`src/rtl/shrp_pkg.sv`:
```
package shrp_pkg;

  localparam int unsigned MAX_NAMES  = 16;
  localparam int unsigned NAME_W     = 32;
  localparam int unsigned DEPTH_W    = 32;
  localparam int unsigned HIT_W      = 16;
  // name store address and fill count
  localparam int unsigned IDX_W      = (MAX_NAMES > 1) ? $clog2(MAX_NAMES) : 1;
  localparam int unsigned CNT_W      = $clog2(MAX_NAMES + 1);
  // output queue, power of two so the pointers wrap by themselves
  localparam int unsigned FIFO_DEPTH = 4;
  localparam int unsigned FPTR_W     = $clog2(FIFO_DEPTH);
  localparam int unsigned FCNT_W     = $clog2(FIFO_DEPTH + 1);
  // config port
  localparam int unsigned CFG_IDX_W  = 1;
  localparam int unsigned CFG_DATA_W = 16;
  // stream packing
  localparam int unsigned IN_TDATA_W  = 32;
  localparam int unsigned IN_TUSER_W  = 1;
  localparam int unsigned OUT_TDATA_W = 72;
  localparam int unsigned OUT_TUSER_W = 2;

  typedef enum logic [1:0] {
    KIND_ALL  = 2'd0,
    KIND_NEAR = 2'd1,
    KIND_NONE = 2'd2
  } kind_e;

  typedef enum logic [3:0] {
    POS_COUNT = 4'b0001,
    POS_MIN   = 4'b0010,
    POS_MAX   = 4'b0100,
    POS_NAMES = 4'b1000
  } pos_e;

  typedef enum logic [CFG_IDX_W-1:0] {
    REG_HIT_COUNT = 1'b0,
    REG_MODE      = 1'b1
  } reg_e;

  typedef struct packed {
    kind_e              kind;
    logic [NAME_W-1:0]  name_value;
    logic [DEPTH_W-1:0] depth;
    logic               truncated;
    logic               last;
  } res_t;

  typedef struct packed {
    logic               valid;
    logic [CNT_W-1:0]   count;
    logic [DEPTH_W-1:0] depth;
    logic               truncated;
  } burst_start_t;

  typedef struct packed {
    logic                  valid;
    reg_e                  index;
    logic [CFG_DATA_W-1:0] data;
  } cfg_wr_t;

endpackage

```
`src/rtl/shrp_name_ram.sv`:
```
module shrp_name_ram #(
  parameter int unsigned DEPTH = 16,
  parameter int unsigned WIDTH = 32,
  parameter int unsigned AW    = (DEPTH > 1) ? $clog2(DEPTH) : 1
) (
  input  logic             clk_i,
  input  logic             we_i,
  input  logic [AW-1:0]    waddr_i,
  input  logic [WIDTH-1:0] wdata_i,
  input  logic             re_i,
  input  logic [AW-1:0]    raddr_i,
  output logic [WIDTH-1:0] rdata_o
);

  logic [WIDTH-1:0] mem_q [DEPTH];
  logic [WIDTH-1:0] rdata_q;

  always_ff @(posedge clk_i) begin
    if (we_i) begin
      mem_q[waddr_i] <= wdata_i;
    end
    if (re_i) begin
      rdata_q <= mem_q[raddr_i];
    end
  end

  assign rdata_o = rdata_q;

endmodule

```
`src/rtl/shrp_parser.sv`:
```
module shrp_parser (
  input  logic                                   clk_i,
  input  logic                                   rst_ni,
  input  shrp_pkg::cfg_wr_t                      cfg_i,
  input  logic                                   accept_i,
  input  logic                                   cmd_i,
  input  logic [shrp_pkg::NAME_W-1:0]            word_i,
  output logic                                   push_o,
  output shrp_pkg::res_t                         push_res_o,
  output shrp_pkg::burst_start_t                 burst_o,
  output logic                                   ram_we_o,
  output logic [shrp_pkg::IDX_W-1:0]             ram_waddr_o,
  output logic [shrp_pkg::NAME_W-1:0]            ram_wdata_o
);

  logic [shrp_pkg::HIT_W-1:0]   hit_count_q;
  logic                         mode_q;

  shrp_pkg::pos_e               pos_q, pos_d;
  logic [shrp_pkg::NAME_W-1:0]  names_left_q, names_left_d;
  logic [shrp_pkg::HIT_W-1:0]   records_q, records_d;
  logic [shrp_pkg::DEPTH_W-1:0] cur_depth_q, cur_depth_d;
  logic                         capture_q, capture_d;
  logic [shrp_pkg::DEPTH_W-1:0] best_depth_q, best_depth_d;
  logic [shrp_pkg::CNT_W-1:0]   best_count_q, best_count_d;
  logic                         best_trunc_q, best_trunc_d;

  // config registers; the user must write them only while idle, the block does not enforce this
  always_ff @(posedge clk_i or negedge rst_ni) begin
    if (!rst_ni) begin
      hit_count_q <= '0;
      mode_q      <= 1'b0;
    end else if (cfg_i.valid) begin
      unique case (cfg_i.index)
        shrp_pkg::REG_HIT_COUNT: hit_count_q <= cfg_i.data[shrp_pkg::HIT_W-1:0];
        shrp_pkg::REG_MODE:      mode_q      <= cfg_i.data[0];
        default:                 mode_q      <= mode_q;
      endcase
    end
  end

  always_comb begin
    pos_d        = pos_q;
    names_left_d = names_left_q;
    records_d    = records_q;
    cur_depth_d  = cur_depth_q;
    capture_d    = capture_q;
    best_depth_d = best_depth_q;
    best_count_d = best_count_q;
    best_trunc_d = best_trunc_q;

    push_o                = 1'b0;
    push_res_o.kind       = shrp_pkg::KIND_ALL;
    push_res_o.name_value = word_i;
    push_res_o.depth      = cur_depth_q;
    push_res_o.truncated  = 1'b0;
    push_res_o.last       = 1'b0;

    burst_o.valid     = 1'b0;
    burst_o.count     = best_count_q;
    burst_o.depth     = best_depth_q;
    burst_o.truncated = best_trunc_q;

    ram_we_o    = 1'b0;
    ram_waddr_o = best_count_q[shrp_pkg::IDX_W-1:0];
    ram_wdata_o = word_i;

    if (accept_i) begin
      if (cmd_i) begin
        if (mode_q) begin
          // a nonzero fill count implies a best record was found
          if (best_count_q != '0) begin
            burst_o.valid = 1'b1;
          end else begin
            push_o                = 1'b1;
            push_res_o.kind       = shrp_pkg::KIND_NONE;
            push_res_o.name_value = '0;
            push_res_o.depth      = '0;
            push_res_o.last       = 1'b1;
          end
        end
        pos_d        = shrp_pkg::POS_COUNT;
        names_left_d = '0;
        records_d    = '0;
        cur_depth_d  = '0;
        capture_d    = 1'b0;
        best_depth_d = '1;
        best_count_d = '0;
        best_trunc_d = 1'b0;
      end else if (records_q < hit_count_q) begin
        unique case (pos_q)
          shrp_pkg::POS_COUNT: begin
            names_left_d = word_i;
            pos_d        = shrp_pkg::POS_MIN;
          end
          shrp_pkg::POS_MIN: begin
            cur_depth_d = word_i;
            capture_d   = 1'b0;
            if (mode_q && (names_left_q != '0) && (word_i < best_depth_q)) begin
              best_depth_d = word_i;
              best_count_d = '0;
              best_trunc_d = 1'b0;
              capture_d    = 1'b1;
            end
            pos_d = shrp_pkg::POS_MAX;
          end
          shrp_pkg::POS_MAX: begin
            if (names_left_q == '0) begin
              records_d = records_q + 1'b1;
              pos_d     = shrp_pkg::POS_COUNT;
              capture_d = 1'b0;
            end else begin
              pos_d = shrp_pkg::POS_NAMES;
            end
          end
          shrp_pkg::POS_NAMES: begin
            if (!mode_q) begin
              push_o = 1'b1;
            end else if (capture_q) begin
              if (best_count_q < shrp_pkg::CNT_W'(shrp_pkg::MAX_NAMES)) begin
                ram_we_o     = 1'b1;
                best_count_d = best_count_q + 1'b1;
              end else begin
                best_trunc_d = 1'b1;
              end
            end
            names_left_d = names_left_q - 1'b1;
            if (names_left_q == shrp_pkg::NAME_W'(1)) begin
              records_d = records_q + 1'b1;
              pos_d     = shrp_pkg::POS_COUNT;
              capture_d = 1'b0;
            end
          end
          default: pos_d = shrp_pkg::POS_COUNT;
        endcase
      end
    end
  end

  always_ff @(posedge clk_i or negedge rst_ni) begin
    if (!rst_ni) begin
      pos_q        <= shrp_pkg::POS_COUNT;
      names_left_q <= '0;
      records_q    <= '0;
      cur_depth_q  <= '0;
      capture_q    <= 1'b0;
      best_depth_q <= '1;
      best_count_q <= '0;
      best_trunc_q <= 1'b0;
    end else begin
      pos_q        <= pos_d;
      names_left_q <= names_left_d;
      records_q    <= records_d;
      cur_depth_q  <= cur_depth_d;
      capture_q    <= capture_d;
      best_depth_q <= best_depth_d;
      best_count_q <= best_count_d;
      best_trunc_q <= best_trunc_d;
    end
  end

endmodule

```
`src/rtl/shrp_burst.sv`:
```
module shrp_burst (
  input  logic                          clk_i,
  input  logic                          rst_ni,
  input  shrp_pkg::burst_start_t        start_i,
  input  logic [shrp_pkg::FCNT_W-1:0]   fifo_count_i,
  output logic                          busy_o,
  output logic                          ram_re_o,
  output logic [shrp_pkg::IDX_W-1:0]    ram_raddr_o,
  input  logic [shrp_pkg::NAME_W-1:0]   ram_rdata_i,
  output logic                          push_o,
  output shrp_pkg::res_t                push_res_o
);

  localparam int unsigned SUM_W = shrp_pkg::FCNT_W + 1;

  logic                         active_q, active_d;
  logic [shrp_pkg::CNT_W-1:0]   rd_idx_q, rd_idx_d;
  logic [shrp_pkg::CNT_W-1:0]   total_q, total_d;
  logic [shrp_pkg::DEPTH_W-1:0] depth_q, depth_d;
  logic                         trunc_q, trunc_d;
  logic                         inflight_q, inflight_d;
  logic                         last_q, last_d;
  logic                         issue;
  logic                         is_last;

  // reserve queue room for the read already in flight
  assign issue = active_q &&
                 ((SUM_W'(fifo_count_i) + SUM_W'(inflight_q)) < SUM_W'(shrp_pkg::FIFO_DEPTH));
  assign is_last = ((rd_idx_q + 1'b1) == total_q);

  always_comb begin
    active_d   = active_q;
    rd_idx_d   = rd_idx_q;
    total_d    = total_q;
    depth_d    = depth_q;
    trunc_d    = trunc_q;
    inflight_d = issue;
    last_d     = last_q;
    if (start_i.valid) begin
      active_d = 1'b1;
      rd_idx_d = '0;
      total_d  = start_i.count;
      depth_d  = start_i.depth;
      trunc_d  = start_i.truncated;
    end else if (issue) begin
      rd_idx_d = rd_idx_q + 1'b1;
      last_d   = is_last;
      if (is_last) begin
        active_d = 1'b0;
      end
    end
  end

  always_ff @(posedge clk_i or negedge rst_ni) begin
    if (!rst_ni) begin
      active_q   <= 1'b0;
      rd_idx_q   <= '0;
      total_q    <= '0;
      depth_q    <= '0;
      trunc_q    <= 1'b0;
      inflight_q <= 1'b0;
      last_q     <= 1'b0;
    end else begin
      active_q   <= active_d;
      rd_idx_q   <= rd_idx_d;
      total_q    <= total_d;
      depth_q    <= depth_d;
      trunc_q    <= trunc_d;
      inflight_q <= inflight_d;
      last_q     <= last_d;
    end
  end

  assign busy_o      = active_q | inflight_q;
  assign ram_re_o    = issue;
  assign ram_raddr_o = rd_idx_q[shrp_pkg::IDX_W-1:0];

  assign push_o                = inflight_q;
  assign push_res_o.kind       = shrp_pkg::KIND_NEAR;
  assign push_res_o.name_value = ram_rdata_i;
  assign push_res_o.depth      = depth_q;
  assign push_res_o.truncated  = trunc_q;
  assign push_res_o.last       = last_q;

endmodule

```
`src/rtl/shrp_out_fifo.sv`:
```
module shrp_out_fifo (
  input  logic                         clk_i,
  input  logic                         rst_ni,
  input  logic                         push_i,
  input  shrp_pkg::res_t               push_res_i,
  input  logic                         pop_i,
  output logic                         valid_o,
  output shrp_pkg::res_t               res_o,
  output logic [shrp_pkg::FCNT_W-1:0]  count_o
);

  shrp_pkg::res_t              slot_q [shrp_pkg::FIFO_DEPTH];
  logic [shrp_pkg::FPTR_W-1:0] wr_ptr_q, rd_ptr_q;
  logic [shrp_pkg::FCNT_W-1:0] count_q;

  always_ff @(posedge clk_i) begin
    if (push_i) begin
      slot_q[wr_ptr_q] <= push_res_i;
    end
  end

  always_ff @(posedge clk_i or negedge rst_ni) begin
    if (!rst_ni) begin
      wr_ptr_q <= '0;
      rd_ptr_q <= '0;
      count_q  <= '0;
    end else begin
      if (push_i) begin
        wr_ptr_q <= wr_ptr_q + 1'b1;
      end
      if (pop_i) begin
        rd_ptr_q <= rd_ptr_q + 1'b1;
      end
      unique case ({push_i, pop_i})
        2'b10:   count_q <= count_q + 1'b1;
        2'b01:   count_q <= count_q - 1'b1;
        default: count_q <= count_q;
      endcase
    end
  end

  assign valid_o = (count_q != '0);
  assign res_o   = slot_q[rd_ptr_q];
  assign count_o = count_q;

endmodule

```
`src/rtl/select_hit_record_parser.sv`:
```
// Selection buffer hit parser. Buffer words stream in on the slave side, one
// beat per word (tuser = 0), and are parsed as hit records: name count, min
// depth, max depth, then the names; only the first hit_count records of a
// pass count. In all mode (mode = 0) each name leaves as its own beat right
// away. In nearest mode (mode = 1) the names of the closest non-empty record
// (strictly smaller min depth, first record wins ties, all-ones depth never
// wins) are kept in a 16-entry name RAM; names beyond 16 are dropped and
// the truncated bit is raised. A finish beat (tuser = 1) ends the pass: in
// nearest mode it is followed by the stored names as a burst with tlast on
// the final one, or by one no-hit beat; in all mode it gives nothing.
// Rate: every buffer word takes one cycle, back to back, as long as the
// 4-beat output queue has room and no burst is being read out. A nearest-mode
// burst is read out of the name RAM one entry a cycle while the queue has
// room; each name passes the RAM read register into the output queue, and
// the slave side stays closed until the last name has entered the queue.
// Config writes are always taken and must only happen while no beat is in
// flight.
module select_hit_record_parser (
  input  logic                                  clk_i,
  input  logic                                  rst_ni,
  // config write channel
  input  logic                                  cfg_valid_i,
  output logic                                  cfg_ready_o,
  input  logic [shrp_pkg::CFG_IDX_W-1:0]        cfg_index_i,
  input  logic [shrp_pkg::CFG_DATA_W-1:0]       cfg_data_i,
  // input stream
  input  logic                                  s_axis_tvalid,
  output logic                                  s_axis_tready,
  input  logic [shrp_pkg::IN_TDATA_W-1:0]       s_axis_tdata,  // [31:0] word
  input  logic [shrp_pkg::IN_TUSER_W-1:0]       s_axis_tuser,  // [0] cmd
  // result stream
  output logic                                  m_axis_tvalid,
  input  logic                                  m_axis_tready,
  // [31:0] name_value, [63:32] depth, [64] truncated, [71:65] zero
  output logic [shrp_pkg::OUT_TDATA_W-1:0]      m_axis_tdata,
  output logic [shrp_pkg::OUT_TUSER_W-1:0]      m_axis_tuser,  // [1:0] kind
  output logic                                  m_axis_tlast
);

  shrp_pkg::cfg_wr_t            cfg;
  shrp_pkg::burst_start_t       burst_start;
  shrp_pkg::res_t               p_res, b_res, q_res, push_res;
  logic                         in_accept;
  logic                         p_push, b_push, push;
  logic                         burst_busy;
  logic                         ram_we, ram_re;
  logic [shrp_pkg::IDX_W-1:0]   ram_waddr, ram_raddr;
  logic [shrp_pkg::NAME_W-1:0]  ram_wdata, ram_rdata;
  logic [shrp_pkg::FCNT_W-1:0]  fifo_count;

  assign cfg_ready_o = 1'b1;
  assign cfg.valid   = cfg_valid_i;
  assign cfg.index   = shrp_pkg::reg_e'(cfg_index_i);
  assign cfg.data    = cfg_data_i;

  // a word can push one beat at accept, so a full queue stalls the input
  assign s_axis_tready = !burst_busy &&
                         (fifo_count != shrp_pkg::FCNT_W'(shrp_pkg::FIFO_DEPTH));
  assign in_accept     = s_axis_tvalid && s_axis_tready;

  shrp_parser u_parser (
    .clk_i       (clk_i),
    .rst_ni      (rst_ni),
    .cfg_i       (cfg),
    .accept_i    (in_accept),
    .cmd_i       (s_axis_tuser[0]),
    .word_i      (s_axis_tdata[shrp_pkg::NAME_W-1:0]),
    .push_o      (p_push),
    .push_res_o  (p_res),
    .burst_o     (burst_start),
    .ram_we_o    (ram_we),
    .ram_waddr_o (ram_waddr),
    .ram_wdata_o (ram_wdata)
  );

  shrp_name_ram #(
    .DEPTH (shrp_pkg::MAX_NAMES),
    .WIDTH (shrp_pkg::NAME_W),
    .AW    (shrp_pkg::IDX_W)
  ) u_name_ram (
    .clk_i   (clk_i),
    .we_i    (ram_we),
    .waddr_i (ram_waddr),
    .wdata_i (ram_wdata),
    .re_i    (ram_re),
    .raddr_i (ram_raddr),
    .rdata_o (ram_rdata)
  );

  shrp_burst u_burst (
    .clk_i        (clk_i),
    .rst_ni       (rst_ni),
    .start_i      (burst_start),
    .fifo_count_i (fifo_count),
    .busy_o       (burst_busy),
    .ram_re_o     (ram_re),
    .ram_raddr_o  (ram_raddr),
    .ram_rdata_i  (ram_rdata),
    .push_o       (b_push),
    .push_res_o   (b_res)
  );

  // parser pushes only on accepted beats, never while a burst is busy
  assign push     = p_push | b_push;
  assign push_res = b_push ? b_res : p_res;

  shrp_out_fifo u_out_fifo (
    .clk_i      (clk_i),
    .rst_ni     (rst_ni),
    .push_i     (push),
    .push_res_i (push_res),
    .pop_i      (m_axis_tvalid && m_axis_tready),
    .valid_o    (m_axis_tvalid),
    .res_o      (q_res),
    .count_o    (fifo_count)
  );

  assign m_axis_tdata = shrp_pkg::OUT_TDATA_W'({q_res.truncated, q_res.depth, q_res.name_value});
  assign m_axis_tuser = q_res.kind;
  assign m_axis_tlast = q_res.last;

endmodule

```
`config.mk`:
```
export PLATFORM = sky130hd
export DESIGN_NAME = select_hit_record_parser
export DESIGN_NICKNAME = d
export VERILOG_FILES = /design/src/rtl/shrp_pkg.sv /design/src/rtl/shrp_name_ram.sv /design/src/rtl/shrp_parser.sv /design/src/rtl/shrp_burst.sv /design/src/rtl/shrp_out_fifo.sv /design/src/rtl/select_hit_record_parser.sv
export SDC_FILE = /design/constraint.sdc
export NUM_CORES = 1
export LEC_CHECK = 0
export ABC_AREA = 1
export BUFFER_PORTS_ARGS = -buffer_cell sky130_fd_sc_hd__buf_2
export CAP_MARGIN = 40
export CORE_MARGIN = 4
export CORE_UTILIZATION = 30
export DETAILED_ROUTE_END_ITERATION = 10
export GPL_TIMING_DRIVEN = 0
export SETUP_SLACK_MARGIN = 0.02
export SLEW_MARGIN = 20
export SYNTH_ARGS = -nofsm -noshare
export SYNTH_HDL_FRONTEND = slang
export SYNTH_SLANG_ARGS = --single-unit
```
`constraint.sdc`:
```
create_clock -name clk_i -period 4.6 [get_ports clk_i]
set_clock_uncertainty 0.15 [all_clocks]
set_input_delay 0.23 -clock clk_i [delete_from_list [all_inputs] [get_ports clk_i]]
set_output_delay 0.23 -clock clk_i [all_outputs]
set_load 0.05 [all_outputs]
```
**Yosys cells after proc, flatten, opt, wreduce, memory -nomap -nowiden**

Memory sizes are Yosys's and may differ from the RTL's. A register that Yosys moved wholly into a read port is not among the register bits.
Cells that the tools add are included.

- Logic and storage cells: 163
- Bits in registers: 193
- RAM bits: 784
- Memories: 2
- Output and inout bits: 78

Memories:

| name | depth | bits a word | rd ports | clocked after Yosys merged registers in | write ports | RTL line | text |
|---|---|---|---|---|---|---|---|
| u_name_ram.mem_q | 16 | 32 | 1 | 1 | 1 | shrp_name_ram.sv:15 | `logic [WIDTH-1:0] mem_q [DEPTH];` |
| u_out_fifo.slot_q | 4 | 68 | 1 | 0 | 1 | shrp_out_fifo.sv:12 | `shrp_pkg::res_t slot_q [shrp_pkg::FIFO_DEPTH];` |

- Muxes and demuxes: 75
- Bitwise gates (word level): 4
- Eq/ne operators: 16
- Reduce and logical (&&, ||, !) cells: 33
- Magnitude comparators: 4
- $add $sub $neg: 9

Operators by type and width:

| cell | number |
|---|---|
| $mux 32 | 9 |
| $mux 66 | 4 |
| $mux 68 | 1 |
| $mux 16 | 4 |
| $pmux 32 s2 | 1 |
| $mux 5 | 8 |
| $mux 1 | 38 |
| $eq 32x1->1 const B | 1 |
| $logic_not 32->1 | 1 |
| $lt 32x32->1 | 1 |
| $pmux 16 s2 | 1 |
| $reduce_bool 32->1 | 1 |
| $sub 32x1->32 const B | 1 |
| $ne 3x2->1 const B | 6 |
| $add 16x1->16 const B | 1 |
| $lt 16x16->1 | 1 |
| $mux 4 | 4 |
| $pmux 4 s4 | 1 |
| $reduce_and 7->1 | 2 |
| $reduce_bool 2->1 | 6 |
| $reduce_bool 3->1 | 4 |
| $add 5x1->5 const B | 2 |
| $pmux 5 s2 | 1 |
| $reduce_and 5->1 | 2 |
| 26 further kinds | 40 |

**Depth between registers and ports, before layout**

Gate-level depths: netlist of run 1.

- Word-level depth: 10
- Depth in mapped cells: 18
- Gate-level depth less buffers: 18

**Modules after synthesis**

Synthesis of run 1 repeated with hierarchy kept, for this count alone.

- Cells, all modules: 4794
- Area, all modules: 46718.6 um^2

By module, submodules not included:

| module | area each (um^2) | instances | seq. area each (um^2) | cells each |
|---|---|---|---|---|
| shrp_name_ram | 23050.9 | 1 | 16335.7 | 2120 |
| shrp_out_fifo | 11342.1 | 1 | 8343.0 | 975 |
| shrp_parser | 9102.5 | 1 | 3544.6 | 1187 |
| shrp_burst | 2243.4 | 1 | 1151.1 | 272 |
| select_hit_record_parser | 979.7 | 1 | 0.0 | 240 |

**Worst setup path before layout of run 1**

No wires, ideal clock.

- Kind: register to register
- Start point: reg u_burst.inflight_q (netlist: u_burst.push_o)
- End point: mem u_out_fifo.slot_q[0][0] (netlist name), enable pin
- Cell stages (with the launch flop): 13
- Setup time: 494 ps
- Path buffers: 2
- Arrival: 5022 ps
- Setup slack: -1067 ps
- Clock period less this slack: 5667 ps
- Path through: dfrtp_1 buf_6 nor3_2 and2_1 buf_4 nand2_2 nor2_2 nand2_1 inv_2 nor2_4 nand2_1 inv_2 nor2_1

- Longest elaborated chain between the ends: 8

RTL lines:

| element | RTL line | text |
|---|---|---|
| start: declaration | shrp_burst.sv:21 | `logic inflight_q, inflight_d;` |
| start signal: assignment | shrp_burst.sv:69 | `inflight_q <= inflight_d;` |
| $or 1x1->1 | shrp_burst.sv:74 | `assign busy_o = active_q \| inflight_q;` |
| $logic_not 1->1 | select_hit_record_parser.sv:57 | `assign s_axis_tready = !burst_busy &&` |
| $logic_and 1x1->1 | select_hit_record_parser.sv:57 |  |
| named net s_axis_tready | select_hit_record_parser.sv:28 | `output logic s_axis_tready,` |
| $logic_and 1x1->1 | select_hit_record_parser.sv:59 | `assign in_accept = s_axis_tvalid && s_axis_tready;` |
| $mux 1 | shrp_parser.sv:68 | `if (accept_i) begin` |
| $or 1x1->1 | select_hit_record_parser.sv:104 | `assign push = p_push \| b_push;` |
| $mux 1 | shrp_out_fifo.sv:17 | `if (push_i) begin` |
| $mux 1 (implied by the code) | shrp_out_fifo.sv:18 | `slot_q[wr_ptr_q] <= push_res_i;` |
| end: declaration | shrp_out_fifo.sv:12 |  |

The timed path passes the listed nets, and every way through them passes these cells.

**Worst setup path in the final report of run 1**

- Start point: reg u_burst.inflight_q (netlist: u_burst.push_o)
- End point: mem u_out_fifo.slot_q[0][48] (netlist name), enable pin

- Longest elaborated chain between the ends: 8

RTL lines:

| element | RTL line |
|---|---|
| $or 1x1->1 | shrp_burst.sv:74 |
| $logic_not 1->1 | select_hit_record_parser.sv:57 |
| $logic_and 1x1->1 | select_hit_record_parser.sv:57 |
| $logic_and 1x1->1 | select_hit_record_parser.sv:59 |
| $mux 1 | shrp_parser.sv:68 |
| $or 1x1->1 (*) | select_hit_record_parser.sv:104 |
| $mux 1 (*) | shrp_out_fifo.sv:17 |
| $mux 1 (implied by the code) (*) | shrp_out_fifo.sv:18 |

Mark *: on every way between the ends. The rest lies on a longest branch, timed or not.

==> flow_metrics.py, run 1 <==
metrics = {
    "sta": {
        "min_period_ns": 4.02,
        "worst-slew-pin-transition_ns": 0.905,
        "slew_viol_final": 0,
        "rsz0062_at_grt": "no",
        "period_share_pct": 87.3,
        "setup_violations": 0,
        "max_freq_ghz": 0.249,
        "finalHoldViolations": 0,
        "max-slew-margin-rel_pct": 39.7,
    },
    "route": {
        "routedWlPerCell_um": 22.7,
        "drc": 0,
        "drt_iter0_drc": 3341,
        "vias_per_cell": 5.06,
        "ant_nets": 0,
        "vias": 29387,
        "dr.pass1.iters": 6,
        "wirelength_um": 132000,
    },
    "floorplan": {
        "fp.dieW_um": 382,
        "rows": 137,
        "num_io_pins": 133,
        "die_area_um2": 146000,
        "die_h_um": 382,
        "core_um2": 139000,
        "start_util_pct": 30.2,
    },
    "clock_network": {
        "root_buffer": "clkbuf_16",
        "clock-sinks": 1009,
        "clkLatencyLatePin_ns": 0.71,
        "clkTransAtPathRegs_ns": 0.06,
        "numCtsBuffers": 100,
        "htreeDepth": 3,
        "post_cts_buffers": 0,
        "cts_buffer_depth": 3,
        "cts_tree": "done",
    },
    "cells_and_area": {
        "layout-drive-gt1-share_pct": 13.7,
        "multi_input_area_um2": 11000,
        "seq_area_um2": 29400,
        "nNetsFinal": 3953,
        "fill_cells": 13467,
        "utilization_pct": 36.1,
        "fin_cells": 5809,
        "syn2layout_area_growth_pct": 19.6,
    },
    "pwr": {
        "peakVddDrop_v": 0.000456,
        "power.density_cell_area_nw_per_um2": 655,
        "leakage_nw": 17.9,
        "total_power_mw": 32.9,
    },
    "global_route": {
        "grt-ovfl-total": 0,
        "grt_pass1_wl_um": 192000,
        "grt_max_degree": 76,
        "antenna_found_initial": 13,
        "grt_pass1_vias": 28270,
        "grt_use_total_pct": 17.6,
    },
    "synthesis": {
        "yosysSeqAreaShare_pct": 69.9,
        "yosys.cell_types.count": 55,
        "ys_seq_elements": 1009,
        "yosys_warnings": 0,
        "synthMuxAreaShare_pct": 0,
        "synth_edf_count": 816,
        "synth_compound_area_share_pct": 13.6,
        "synth_xor_area_share_pct": 0.667,
        "yosysMostFrequentCell": "edfxtp_1",
        "post_synth_and_or_nand_nor_area_fraction_pct": 9.75,
        "synth_area_um2": 42000,
        "yosysTopAreaCell": "edfxtp_1",
        "synthAdderAreaFrac_pct": 1.80,
        "synthTopCellsByCount": "edfxtp_1, o21ai_0, nor2_1, nand2_1, inv_1",
        "synth_cells": 3507,
        "synth-async-reset-ratio_pct": 19.1,
        "synth_top_area_share_pct": 58.3,
        "yosys-top-cells-area": "edfxtp_1, dfrtp_1, o21ai_0, nor2_1, nand2_1",
        "ys.flop_type": "edfxtp_1",
        "synth_top_family_by_area": "compound AO/OA/AOI/OAI gates",
        "syn_avg_cell_area_um2": 12.0,
    },
    "critical_path": {
        "cp.arrival_ns": 4.27,
        "crit_type": "flop to flop",
        "crit_path_end_kind": "flop",
        "path_max_fanout": 21,
        "required_ns": 4.86,
        "cp-start-kind": "flop",
    },
    "placed_design": {
        "dp_cells": 5553,
        "place.gp.congestion": 0.882,
        "post-dp-hpwl_um": 91600,
        "io_buffers": 123,
    },
    "flow_run": {
        "cap_violations": 0,
    },
    "outcome": {
        "status": "finished clean",
    },
    "worst_hold_path": {
        "hp-class": "primary input to flop",
    },
}
[per-stage QoR]
step	hold WS [ns]	instance area (um2)	setup TNS, ns	setup WS [ns]
after floorplan	-0.216	42000	-290.15	-1.07
after global placement	0.294	45000	-1581.41	-3.58
after detailed placement	0.0245	46200	0	0.616
after CTS	0.106	50200	0	0.552
after global routing	0.146	50200	0	0.451
final	0.119	50200	0	0.585
[worst paths after layout]
path / from / to / slack [ns] / depth (start not counted)
min in group asynchronous: rst_ni / u_parser.best_depth_q[11] / 0.54 / 3
worst min-delay path: cfg_valid_i / u_parser.hit_count_q[0] / 0.12 / 5
worst min register to register: u_parser.best_depth_q[24] / u_parser.best_depth_q[24] / 0.32 / 2
worst max-delay path: u_burst.push_o / u_out_fifo.slot_q[0][48] / 0.58 / 15
max in group asynchronous: rst_ni / u_parser.best_depth_q[24] / 2.96 / 5
worst max register to register: u_burst.push_o / u_out_fifo.slot_q[0][48] / 0.58 / 15
[placed cells by master, fill, tap and decap left out, drive strengths merged, types with 8 or more instances in the layout]
cell type and n:
a21oi 182, a22oi 8, buf 224, bufinv 15
clkbuf 278, clkinv 39, conb 8, dfrtp 160
dfstp 33, diode 10, dlygate4sd3 56, edfxtp 816
ha 59, inv 215, nand2 428, nand3 53
nand4 14, nor2 441, nor3 20, o21ai 558
o221ai 64, o22ai 177, or2 11, xnor2 8
xor2 24
[worst max-delay path: stages, from the launching register on]
cell and delay, ns:
dfrtp_1 0.45, buf_6 0.17, nor3_2 0.31, and2_1 0.28, buf_4 0.23, nand2_2 0.08, nor2_2 0.14, nand2_1 0.10
inv_2 0.18, nor2_4 0.09, nand2_1 0.18, inv_2 0.16, nor2_4 0.53, buf_16 0.24, buf_12 0.20, buf_16 0.19
[cell type report]
type,count,share of cell area (%)
Tap cell,1876,4.67
Clock inverter,61,1.60
Inverter,212,1.59
Sequential cell,1009,58.5
Multi-Input combinational cell,2083,21.9
Antenna cell,10,0.0498
Timing Repair Buffer,223,4.49
Buffer,209,2.00
Clock buffer,126,5.19
[registers in the layout, summed over array words and instances (netlist names), 16 cells and up]
register / flops
u_burst.depth_q: 32
u_name_ram.rdata_o: 32
u_parser.names_left_q: 32
u_parser.best_depth_q: 32
u_parser.cur_depth_q: 32
u_parser.hit_count_q: 16
u_name_ram.mem_q: 512
u_parser.records_q: 16
u_out_fifo.slot_q: 272
[power breakdown]
group	switching (mW)	internal [mW]	leakage [nW]	total (mW)
sequential	0.584	11.6	9.85	12.2
clock	3.62	4.91	1.65	8.52
combinational	9.14	3.04	6.40	12.2
[cell families after synthesis]
logic type	count (synthesis)
XOR/XNOR	32
other	2
flip-flops	1009
adder cells (fa/ha/maj)	60
AND/OR/NAND/NOR	979
AO/OA/AOI/OAI	1004
buffers and inverters	421
[routing by layer]
metal / track usage (%) / routed length (um) / up-vias
met4: 5.91 / 4120 / 4
li1: - / - / 13281
met2: 28.6 / 62000 / 1325
met3: 3.23 / 11400 / 201
met1: 23.7 / 54500 / 14576
met5: 0 / 27 / -
[repair_timing]
item / in CTS / in global routing
endpoints found under the hold margin: 705 / 0
resized for setup: 0 / 0
hold buffers: 57 / 0
Power figures use the tool's default switching activity.
==> run 2: changes to the inputs <==
--- a/config.mk
+++ b/config.mk
@@ -8,3 +8,3 @@
 export ABC_AREA = 1
-export BUFFER_PORTS_ARGS = -buffer_cell sky130_fd_sc_hd__buf_2
+export BUFFER_PORTS_ARGS = -buffer_cell sky130_fd_sc_hd__clkbuf_2
 export CAP_MARGIN = 40
==> constraint.sdc (replaced) <==
create_clock -name clk_i -period 4.6 [get_ports clk_i]
set_clock_uncertainty 0.15 [all_clocks]
set_input_delay 1.38 -clock clk_i [delete_from_list [all_inputs] [get_ports clk_i]]
set_output_delay 1.38 -clock clk_i [all_outputs]
set_load 0.05 [all_outputs]
==> flow_metrics.py, run 2 (synthesis results as in run 1) <==
metrics = {
    "outcome": {
        "status": "finished clean",
    },
    "global_route": {
        "grt_max_degree": 85,
        "grt-ovfl-total": 0,
        "grt_use_total_pct": 17.7,
        "grt_pass1_vias": 28302,
        "antenna_found_initial": 12,
        "grt_pass1_wl_um": 193000,
    },
    "critical_path": {
        "cp-start-kind": "flop",
        "r2r-end": "u_out_fifo.slot_q[3][36]",
        "crit_path_end_kind": "output pin",
        "cp.arrival_ns": 2.96,
        "crit_type": "flop to output pin",
        "path_max_fanout": 12,
        "required_ns": 3.07,
        "reg2reg_from": "u_burst.push_o",
        "ff2ff_path_depth": 15,
        "r2r_slack_ns": 0.66,
    },
    "pwr": {
        "swShare_pct": 40.6,
        "power.density_cell_area_nw_per_um2": 669,
        "p_int_mw": 19.8,
        "leakage_nw": 17.8,
        "pwr-share-comb_pct": 36.8,
        "peakVddDrop_v": 0.000497,
        "clkPwrFrac_pct": 26.4,
        "seq_power_share_pct": 36.8,
        "switchingPower_mw": 13.5,
    },
    "worst_hold_path": {
        "hold_depth": 2,
        "worstHoldEndpoint": "u_parser.best_depth_q[19]",
        "hp-start": "u_parser.best_depth_q[19]",
        "hp-class": "flop to flop",
    },
    "route": {
        "dr.pass1.iters": 6,
        "drt-met1-wl_um": 54600,
        "drc": 0,
        "vias_per_cell": 5.11,
        "ant_nets": 0,
        "route.met3.wl_um": 11700,
        "vias": 29412,
        "wl_met2_um": 62400,
        "routedWlPerCell_um": 23.1,
        "top_layer_used": "met5",
        "wirelength_um": 133000,
        "drt_iter0_drc": 3645,
    },
    "floorplan": {
        "start_util_pct": 30.2,
        "rows": 137,
        "num_io_pins": 133,
        "core_um2": 139000,
        "fp.dieW_um": 382,
        "die_area_um2": 146000,
        "die_h_um": 382,
    },
    "clock_network": {
        "cts_tree": "done",
        "cts_buffer_depth": 3,
        "clock-sinks": 1009,
        "clkTransAtPathRegs_ns": 0.06,
        "numCtsBuffers": 102,
        "root_buffer": "clkbuf_16",
        "htreeDepth": 3,
        "clkLatencyLatePin_ns": 0.70,
        "cts_hold_buf": 0,
    },
    "sta": {
        "min_period_ns": 4.49,
        "finalHoldViolations": 0,
        "setup_violations": 0,
        "hold_slack_ns": 0.319,
        "slew_viol_final": 0,
        "max_freq_ghz": 0.223,
        "worst-slew-pin-transition_ns": 0.970,
        "period_share_pct": 97.6,
        "max-slew-margin-rel_pct": 35.3,
        "rsz0062_at_grt": "yes",
    },
    "cells_and_area": {
        "mostFrequentLayoutCells": "edfxtp_1, o21ai_0, nor2_1",
        "largest_register_ffs": 512,
        "top_register": "u_name_ram.mem_q",
        "nNetsFinal": 3896,
        "reg_top3": "u_name_ram.mem_q (512), u_out_fifo.slot_q (272)",
        "final_common_cell": "edfxtp_1",
        "syn2layout_area_growth_pct": 18.2,
        "layout-drive-gt1-share_pct": 14.8,
        "fin_area_um2": 49700,
    },
    "flow_run": {
        "cap_violations": 0,
    },
    "placed_design": {
        "postPlaceCellArea_um2": 46100,
        "io_buffers": 123,
        "place.gp.congestion": 0.876,
        "post-dp-hpwl_um": 92300,
    },
}
run 2: cell types whose count changed in the layout (fill, tap and decap cells not counted), sizes merged:
cell	before	now
dlygate4sd3	56	0
clkbuf	278	394
diode	10	9
buf	224	99
clkinv	39	47
inv	215	218
clkinvlp	4	6
run 2: timing repair:
item / in CTS / in global routing
gates resized for setup: 12 / 14
cloned: 0 / 0
setup buffers: 0 / 0
setup endpoints to repair: 68 / 17
hold endpoints to repair: 0 / 0
run 2: area by class of cell:
class                           count  area [um2]
Antenna cell                        9        22.5
Buffer                            208        1020
Clock buffer                      120        2720
Clock inverter                     74         827
Fill cell                       13529       89700
Inverter                          212         798
Multi-Input combinational cell   2083       11000
Sequential cell                  1009       29400
Tap cell                         1876        2350
Timing Repair Buffer              165        1550
run 2: power by group through the flow:
stage / logic [mW] / clock network (mW) / registers (mW)
3_3_place_gp: 11.7 / 0 / 12.4
5_1_grt: 13.1 / 9.25 / 12.3
2_1_floorplan: 7.53 / 0 / 12.2
4_1_cts: 12.1 / 8.85 / 12.2
3_5_place_dp: 12.1 / 0 / 12.4
6_report: 12.2 / 8.77 / 12.2
run 2: how the worst max path moves through the flow:
stage	from	endpoint	slack, ns	depth (start not counted)
after floorplan	s_axis_tuser	u_out_fifo.slot_q[0][0]	-0.05	9
after global placement	rst_ni	u_burst.rd_idx_q[3]	-2.03	1
after detailed placement	s_axis_tvalid	u_out_fifo.slot_q[3][52]	0.02	14
after CTS	u_out_fifo.rd_ptr_q[0]	m_axis_tdata[29]	0.03	6
after global routing	u_out_fifo.rd_ptr_q[0]	m_axis_tdata[38]	-0.001	6
final	u_out_fifo.rd_ptr_q[0]	m_axis_tdata[36]	0.11	6
run 2: routing by layer:
metal  vias to the layer above  global-route usage (%)
met1                     14666                    24.0
met4                         6                    6.06
li1                      13173                       -
met3                       207                    3.03
met5                         -                       0
met2                      1360                    28.8
run 2: critical path, cell delays in order, from the launching register on:
cell and delay, ns:
dfrtp_1 0.58, inv_1 0.15, clkbuf_2 0.31, clkbuf_1 0.43
o21ai_0 0.15, o22ai_1 0.28, clkbuf_2 0.36
run 2: metrics by stage:
| step | std cells | setup TNS, ns | setup WS [ns] | utilization (%) | total power [mW] |
|---|---|---|---|---|---|
| finish | 5756 | 0 | 0.111 | 35.7 | 33.2 |
| global route | 5748 | -0.00117 | -0.00117 | 35.6 | 34.7 |
| CTS | 5744 | 0 | 0.0269 | 35.6 | 33.2 |
| detailed placement | 5551 | 0 | 0.0197 | 33.1 | 24.5 |
| global placement | 5512 | -1687.67 | -2.03 | 32.3 | 24.1 |
| floorplan | 3513 | -13.02 | -0.0479 | - | 19.8 |
